==> src/sv/bpsc_pkg.sv <==
// ----------------------------------------------------------------------------
// bpsc_pkg
// Shared types and constants for the button press sequence classifier.
// ----------------------------------------------------------------------------
`default_nettype none

package bpsc_pkg;

  // Field widths
  localparam int unsigned TYPE_W  = 16;
  localparam int unsigned CODE_W  = 16;
  localparam int unsigned VALUE_W = 32;
  localparam int unsigned TIME_W  = 32;
  localparam int unsigned CFG_IDX_W  = 2;
  localparam int unsigned CFG_DATA_W = 32;

  // Default depth of the press store
  localparam int unsigned MAX_PRESSES_DEF = 8;

  // Item kinds
  localparam logic FUNC_TICK  = 1'b0;
  localparam logic FUNC_EVENT = 1'b1;

  // Event decode
  localparam logic [TYPE_W-1:0]  KEY_EVENT_TYPE   = 16'h0001;
  localparam logic [CODE_W-1:0]  MISC_BUTTON_CODE = 16'h0100;
  localparam logic [VALUE_W-1:0] VALUE_RELEASED   = 32'd0;
  localparam logic [VALUE_W-1:0] VALUE_PRESSED    = 32'd1;

  // Register indexes and reset values
  localparam logic [CFG_IDX_W-1:0] CFG_LONG_PRESS_US = 2'd0;
  localparam logic [CFG_IDX_W-1:0] CFG_TIMEOUT_TICKS = 2'd1;
  localparam logic [TIME_W-1:0]    LONG_PRESS_RESET  = 32'd1000000;
  localparam logic [TIME_W-1:0]    TIMEOUT_RESET     = 32'd100;

  // Controller states
  typedef enum logic [1:0] {
    ST_IDLE,
    ST_LOAD,
    ST_SHOW
  } state_e;

  // Controller to datapath
  typedef struct packed {
    logic take_item;
    logic emit_start;
    logic emit_next;
    logic emit_done;
  } cmd_t;

  // Datapath to controller
  typedef struct packed {
    logic emit_req;
    logic last;
  } status_t;

endpackage

`default_nettype wire

==> src/sv/bpsc_ctrl.sv <==
// ----------------------------------------------------------------------------
// bpsc_ctrl
// Sequencer: takes items while idle and walks the stored sequence out.
// ----------------------------------------------------------------------------
`default_nettype none

module bpsc_ctrl (
  input  wire logic              clk_i,
  input  wire logic              rst_ni,
  input  wire logic              in_valid_i,
  output logic                   in_ready_o,
  output logic                   out_valid_o,
  input  wire logic              out_ready_i,
  input  wire bpsc_pkg::status_t status_i,
  output bpsc_pkg::cmd_t         cmd_o
);
  import bpsc_pkg::*;

  state_e state_q, state_d;

  // State register
  always_ff @(posedge clk_i or negedge rst_ni) begin
    if (!rst_ni) begin
      state_q <= ST_IDLE;
    end else begin
      state_q <= state_d;
    end
  end

  // Next state and commands
  always_comb begin
    state_d     = state_q;
    in_ready_o  = 1'b0;
    out_valid_o = 1'b0;
    cmd_o       = '0;
    case (state_q)
      ST_IDLE: begin
        in_ready_o      = 1'b1;
        cmd_o.take_item = in_valid_i;
        if (in_valid_i && status_i.emit_req) begin
          cmd_o.emit_start = 1'b1;
          state_d          = ST_LOAD;
        end
      end
      ST_LOAD: begin
        state_d = ST_SHOW;
      end
      ST_SHOW: begin
        out_valid_o = 1'b1;
        if (out_ready_i) begin
          if (status_i.last) begin
            cmd_o.emit_done = 1'b1;
            state_d         = ST_IDLE;
          end else begin
            cmd_o.emit_next = 1'b1;
            state_d         = ST_LOAD;
          end
        end
      end
      default: begin
        state_d = ST_IDLE;
      end
    endcase
  end

endmodule

`default_nettype wire

==> src/sv/bpsc_dp.sv <==
// ----------------------------------------------------------------------------
// bpsc_dp
// Datapath: config registers, press timing, press store and idle counter.
// ----------------------------------------------------------------------------
`default_nettype none

module bpsc_dp #(
  parameter int unsigned MAX_PRESSES = bpsc_pkg::MAX_PRESSES_DEF
) (
  input  wire logic                                 clk_i,
  input  wire logic                                 rst_ni,
  input  wire logic                                 cfg_we_i,
  input  wire logic [bpsc_pkg::CFG_IDX_W-1:0]       cfg_index_i,
  input  wire logic [bpsc_pkg::CFG_DATA_W-1:0]      cfg_data_i,
  input  wire logic                                 func_i,
  input  wire logic [bpsc_pkg::TYPE_W-1:0]          ev_type_i,
  input  wire logic [bpsc_pkg::CODE_W-1:0]          ev_code_i,
  input  wire logic [bpsc_pkg::VALUE_W-1:0]         ev_value_i,
  input  wire logic [bpsc_pkg::TIME_W-1:0]          time_us_i,
  input  wire bpsc_pkg::cmd_t                       cmd_i,
  output bpsc_pkg::status_t                         status_o,
  output logic                                      press_kind_o
);
  import bpsc_pkg::*;

  localparam int unsigned CNT_W = $clog2(MAX_PRESSES + 1);
  localparam int unsigned IDX_W = (MAX_PRESSES > 1) ? $clog2(MAX_PRESSES) : 1;

  logic [TIME_W-1:0] long_press_q;
  logic [TIME_W-1:0] timeout_q;
  logic              button_down_q;
  logic [TIME_W-1:0] press_stamp_q;
  logic [TIME_W-1:0] idle_count_q;
  logic [CNT_W-1:0]  press_count_q;
  logic [IDX_W-1:0]  emit_idx_q;
  logic              mem_q [MAX_PRESSES];
  logic              rd_q;

  logic              key_match;
  logic              is_press;
  logic              is_release;
  logic              seq_empty;
  logic              has_room;
  logic [TIME_W-1:0] idle_inc;
  logic              fire;
  logic [TIME_W-1:0] held;
  logic              held_long;
  logic              store_we;

  // Decode the item
  always_comb begin
    key_match  = (func_i == FUNC_EVENT) && (ev_type_i == KEY_EVENT_TYPE) &&
                 (ev_code_i == MISC_BUTTON_CODE);
    is_press   = key_match && (ev_value_i == VALUE_PRESSED);
    is_release = key_match && (ev_value_i == VALUE_RELEASED);
    seq_empty  = (press_count_q == '0);
    has_room   = (press_count_q < CNT_W'(MAX_PRESSES));
    // advance the timeout only while the button is up with presses stored
    idle_inc   = idle_count_q + {{(TIME_W-1){1'b0}}, (!button_down_q && !seq_empty)};
    fire       = (idle_inc > timeout_q);
    held       = time_us_i - press_stamp_q;
    held_long  = (held > long_press_q);
    store_we   = cmd_i.take_item && is_release && has_room;
  end

  assign status_o.emit_req = (func_i == FUNC_TICK) && fire && !seq_empty;
  assign status_o.last     = ((CNT_W'(emit_idx_q) + CNT_W'(1)) == press_count_q);
  assign press_kind_o      = rd_q;

  // Config registers
  always_ff @(posedge clk_i or negedge rst_ni) begin
    if (!rst_ni) begin
      long_press_q <= LONG_PRESS_RESET;
      timeout_q    <= TIMEOUT_RESET;
    end else if (cfg_we_i) begin
      if (cfg_index_i == CFG_LONG_PRESS_US) begin
        long_press_q <= cfg_data_i;
      end else if (cfg_index_i == CFG_TIMEOUT_TICKS) begin
        timeout_q <= cfg_data_i;
      end
    end
  end

  // Button state, idle counter, fill count and read pointer
  always_ff @(posedge clk_i or negedge rst_ni) begin
    if (!rst_ni) begin
      button_down_q <= 1'b0;
      press_stamp_q <= '0;
      idle_count_q  <= '0;
      press_count_q <= '0;
      emit_idx_q    <= '0;
    end else begin
      if (cmd_i.take_item) begin
        if (func_i == FUNC_TICK) begin
          idle_count_q <= fire ? '0 : idle_inc;
        end else if (is_press) begin
          button_down_q <= 1'b1;
          press_stamp_q <= time_us_i;
        end else if (is_release) begin
          button_down_q <= 1'b0;
          if (has_room) begin
            press_count_q <= press_count_q + CNT_W'(1);
          end
        end
      end
      if (cmd_i.emit_start) begin
        emit_idx_q <= '0;
      end else if (cmd_i.emit_next) begin
        emit_idx_q <= emit_idx_q + IDX_W'(1);
      end
      if (cmd_i.emit_done) begin
        press_count_q <= '0;
      end
    end
  end

  // Press store: append on release while there is room, read at the emission pointer
  always_ff @(posedge clk_i) begin
    if (store_we) begin
      mem_q[press_count_q[IDX_W-1:0]] <= held_long;
    end
    rd_q <= mem_q[emit_idx_q];
  end

endmodule

`default_nettype wire

==> src/sv/button_press_sequence_classifier_unit.sv <==
// Events and ticks are taken only while idle; ready drops only while a sequence is emitted.
// A tick that times out a sequence of presses starts the emission; each result then passes
// the load state (store read) and the show state, where it is held until out_ready is high.
// The load state per result is set by the registered read port of the press store.
// Reset clears config to defaults, the button to up, the counter and the fill count;
// the press store contents are not cleared and need no clearing pass.
// ----------------------------------------------------------------------------
// button_press_sequence_classifier_unit
// Classifies button presses as short or long and emits the sequence after
// a timeout of idle ticks.
// ----------------------------------------------------------------------------
`default_nettype none

module button_press_sequence_classifier_unit #(
  parameter int unsigned MAX_PRESSES = bpsc_pkg::MAX_PRESSES_DEF
) (
  input  wire logic                            clk_i,
  input  wire logic                            rst_ni,
  input  wire logic                            cfg_valid_i,
  output logic                                 cfg_ready_o,
  input  wire logic [bpsc_pkg::CFG_IDX_W-1:0]  cfg_index_i,
  input  wire logic [bpsc_pkg::CFG_DATA_W-1:0] cfg_data_i,
  input  wire logic                            in_valid_i,
  output logic                                 in_ready_o,
  input  wire logic                            func_i,
  input  wire logic [bpsc_pkg::TYPE_W-1:0]     ev_type_i,
  input  wire logic [bpsc_pkg::CODE_W-1:0]     ev_code_i,
  input  wire logic [bpsc_pkg::VALUE_W-1:0]    ev_value_i,
  input  wire logic [bpsc_pkg::TIME_W-1:0]     time_us_i,
  output logic                                 out_valid_o,
  input  wire logic                            out_ready_i,
  output logic                                 press_kind_o,
  output logic                                 last_press_o
);
  import bpsc_pkg::*;

  cmd_t    cmd;
  status_t status;

  // Config writes are always taken
  assign cfg_ready_o  = 1'b1;
  assign last_press_o = status.last;

  bpsc_ctrl u_ctrl (
    .clk_i       (clk_i),
    .rst_ni      (rst_ni),
    .in_valid_i  (in_valid_i),
    .in_ready_o  (in_ready_o),
    .out_valid_o (out_valid_o),
    .out_ready_i (out_ready_i),
    .status_i    (status),
    .cmd_o       (cmd)
  );

  bpsc_dp #(
    .MAX_PRESSES (MAX_PRESSES)
  ) u_dp (
    .clk_i        (clk_i),
    .rst_ni       (rst_ni),
    .cfg_we_i     (cfg_valid_i),
    .cfg_index_i  (cfg_index_i),
    .cfg_data_i   (cfg_data_i),
    .func_i       (func_i),
    .ev_type_i    (ev_type_i),
    .ev_code_i    (ev_code_i),
    .ev_value_i   (ev_value_i),
    .time_us_i    (time_us_i),
    .cmd_i        (cmd),
    .status_o     (status),
    .press_kind_o (press_kind_o)
  );

endmodule

`default_nettype wire

==> config.mk <==
export PLATFORM = sky130hd
export DESIGN_NAME = button_press_sequence_classifier_unit
export DESIGN_NICKNAME = d
export VERILOG_FILES = /design/src/sv/bpsc_pkg.sv /design/src/sv/bpsc_ctrl.sv /design/src/sv/bpsc_dp.sv /design/src/sv/button_press_sequence_classifier_unit.sv
export SDC_FILE = /design/constraint.sdc
export NUM_CORES = 1
export LEC_CHECK = 0
export BUFFER_PORTS_ARGS = -buffer_cell sky130_fd_sc_hd__buf_2
export CAP_MARGIN = 10
export CORE_MARGIN = 1
export CORE_UTILIZATION = 53
export CTS_CLUSTER_DIAMETER = 100
export DETAILED_ROUTE_END_ITERATION = 8
export PLACE_DENSITY_LB_ADDON = 0.3
export SYNTH_ARGS = -nofsm -noshare
export SYNTH_HDL_FRONTEND = slang
export SYNTH_HIERARCHICAL = 1
export SYNTH_SLANG_ARGS = --single-unit
==> constraint.sdc <==
create_clock -name clk_i -period 4.3 [get_ports clk_i]
set_clock_uncertainty 0.15 [all_clocks]
set_input_delay 0.43 -clock clk_i [delete_from_list [all_inputs] [get_ports clk_i]]
set_output_delay 0.43 -clock clk_i [all_outputs]
set_load 0.01 [all_outputs]
==> results.ini <==
[critical_path]
crit_chain = inv_2 -> ha_4 -> nor3b_4 -> nor2_2 -> ha_4 -> ha_4 -> nand3_4 -> nor2_4 -> nand2_2 -> nor4_4 -> and3_4 -> xnor2_4 -> inv_2 -> ha_4 -> nand4_1 -> nor4_4 -> nand3_2 -> a22oi_2 -> o21ai_2 -> buf_6 -> nand2b_4 -> buf_4 -> o21ai_1
end_kind = flop
crit_fanout = 6
crit_type = flop to flop
slowest_delay_ns = 0.36
critPathBufInv = 4
cp_common_cell = ha_4
worstPathRequired_ns = 4.51
arrival_ns = 4.63
cpMaxStageDelayCell = dfrtp_1
cp_top_family = simple AND/OR/NAND/NOR gates
start_kind = flop

[timing]
fin_hold_ws_ns = 0.0867
rsz0062_at_grt = true
finalHoldViolCount = 0
tns_ns = -1.33
final.period_utilization_pct = 103
fmax_mhz = 226
layout_min_cycle_time_ns = 4.42
maxSlewHeadroom_pct = 29.5
tightest_slew_ns = 1.06
slew_violations = 0
setup_viol = 24
setup_ws_ns = -0.120

[power_and_ir_drop]
p_seq_share_pct = 39.1
power_mw = 4.07
p_int_mw = 2.88
pwr-share-clk_pct = 37.4
p_sw_mw = 1.19
swShare_pct = 29.2
combPwrFrac_pct = 23.5
peakVddDrop_v = 0.000255
power_leakage_nw = 6.17
powerDensity_nw_per_um2 = 316

[global_routing]
grt_use_total_pct = 26.2
antenna_found_initial = 0
grt_overflow_total = 0
grt_max_degree = 64
grt_first_pass_wirelength_mm = 41.1
grt_pass1_vias = 8746

[synth]
netlist_area_sq_um = 10100
postSynthCellCount = 1096
synth_edf_count = 8
synth_nets = 1333
synth_ff_type = dfrtp_1
async_reset_ff_share_pct = 93.9
synth_cell_types = 76
yosysWarnings = 6
ys_seq_area_share_pct = 36.7
ys_seq_elements = 147
avgSynthCellArea_sq_um = 9.26

[detailed_routing]
drc_errors = 0
via_per_inst = 5.69
first_pass_iters = 5
wirelength_mm = 25.8
ant_nets = 0
num_vias = 8940
wl_per_cell_um = 16.4
drt_iter0_markers = 665

[finish]
syn_to_final_growth_pct = 26.7
multi_input_area_sq_um = 6310
fin_cells = 1570
design_area_sq_um = 12900
nets = 1560
utilization_pct = 68.7
nFillCells = 1419
antenna_cells = 0
drive_above_1_share_pct = 31.7
regArea_sq_um = 3730

[floorplanning]
dieArea_sq_um = 19700
start_util_pct = 54.3
coreArea_sq_um = 18700
die_w_um = 140
die_h_um = 140
rows = 50
ios = 141

[clock_network]
clkSinkCount = 147
h-tree-depth = 4
cts_buffers = 17
cts_tree = done
root_buffer = clkbuf_16
path_clk_slew_ns = 0.07
ctsLongestPathBuffers = 2
clock_latency_ns = 0.43

[placed_design]
place_area_sq_um = 11700
portBuffers = 139
place_congestion = 0.873
dp_hpwl_mm = 18.7
pre_cts_slack_ns = -0.547
dp_cells = 1520

[min_path]
min_path_type = input pin to flop

[job]
drv_cap = 0

[outcome]
violations = negative setup slack
status = finished, violations left

==> worst register-to-register path: stages (launching register included) <==
cell and delay [ns]:
dfrtp_1 0.36, inv_2 0.06, ha_4 0.15, nor3b_4 0.15
nor2_2 0.12, ha_4 0.17, ha_4 0.14, nand3_4 0.07
nor2_4 0.17, nand2_2 0.10, nor4_4 0.36, and3_4 0.27
xnor2_4 0.12, inv_2 0.07, ha_4 0.27, nand4_1 0.16
nor4_4 0.28, nand3_2 0.17, a22oi_2 0.24, o21ai_2 0.13
buf_6 0.16, nand2b_4 0.20, buf_4 0.17, o21ai_1 0.11
==> cells in the final DEF (no fill, tap or decap), types with 35 or more instances in the layout <==
| master | netlist | layout |
|---|---|---|
| buf_4 | 1 | 91 |
| dfrtp_1 | 128 | 128 |
| o21ai_0 | 68 | 54 |
| buf_2 | 3 | 138 |
| mux2_2 | 51 | 51 |
| inv_1 | 119 | 115 |
| a21oi_1 | 44 | 41 |
| nor2_1 | 52 | 47 |
| nand2_1 | 109 | 108 |
| a21o_1 | 35 | 35 |
| ha_1 | 100 | 93 |
| xnor2_1 | 41 | 38 |
==> metal layers <==
metal  GRT usage [%]  up-vias  part of all wire (%)
met3            5.03       57                   4.9
met5               0        -                     0
met4            10.4        0                   3.0
met2            44.7      260                    50
met1            32.7     4271                    42
li1                -     4352                     -
==> cell usage after synthesis (11+ instances only) <==
master	instances	area share, %
nand3_1	27	1.3
dfrtp_1	128	32
mux2_2	51	5.7
nand2b_1	11	0.68
o21ai_0	68	3.4
inv_1	119	4.4
xor2_1	26	2.2
nor2_1	52	1.9
clkbuf_1	26	0.96
nor3_1	11	0.54
a21oi_1	44	2.2
ha_1	100	12
a21o_1	35	2.6
nand4_1	31	1.9
nand2_1	109	4.0
xnor2_1	41	3.5
mux2_1	15	1.7
nor4_1	32	2.0
==> cell families after synthesis <==
group	after synthesis	synth area share, %
AOI/OAI and AO/OA	232	15.0
xor gates and xnor gates	67	5.78
adders and majority gates	101	12.5
buffers and inverters	152	5.70
DFF	147	36.7
muxes	70	7.96
other	1	0.0370
and+or+nand+nor	326	16.3
==> cell type report <==
cell class                 count  area share (%)
clock buffer                  20            3.40
clock inverter                12            1.22
tap                          234            2.28
sequential                   147            29.0
multi-input combinational    798            49.1
timing repair buffer         238            11.5
inverter                     121            3.53
==> power by group through the flow <==
stage / Combinational [mW] / Sequential, mW / Clock [mW]
after detailed placement: 0.881 / 1.61 / 0
after global placement: 0.849 / 1.61 / 0
final: 0.955 / 1.59 / 1.52
after floorplan: 0.557 / 1.60 / 0
after global routing: 1.06 / 1.60 / 1.60
after CTS: 0.913 / 1.59 / 1.54
==> sequential cells by signal, indices dropped and copies added (netlist names) <==
| signal | cells |
|---|---|
| u_dp/button_down_q | 1 |
| u_dp/idle_count_q | 32 |
| u_dp/press_count_q | 4 |
| u_dp/mem_q | 8 |
| u_dp/press_kind_o | 1 |
| u_dp/timeout_q | 32 |
| u_ctrl/state_q | 2 |
| u_dp/long_press_q | 32 |
| u_dp/press_stamp_q | 32 |
| u_dp/emit_idx_q | 3 |
==> final timing paths <==
path	to	slack (ns)	cells after the start	from
setup / recovery	u_dp/idle_count_q[23]	-0.12	23	u_dp/press_count_q[0]
hold / removal	u_dp/long_press_q[25]	0.09	3	cfg_data_i[25]
max in group asynchronous	u_dp/timeout_q[30]	2.58	3	rst_ni
hold reg to reg	u_dp/press_stamp_q[18]	0.34	1	u_dp/press_stamp_q[18]
setup reg to reg	u_dp/idle_count_q[23]	-0.12	23	u_dp/press_count_q[0]
min in group asynchronous	u_dp/timeout_q[4]	0.39	2	rst_ni
==> timing repair <==
action	CTS	global route
pin swaps	14	35
hold buffers	1	0
endpoints found under the hold margin	50	0
endpoints found under the setup margin	41	41
cloned	1	0
buffers inserted	9	10
gates resized for setup	30	71
No activity file was read; power rests on OpenSTA's default activity.
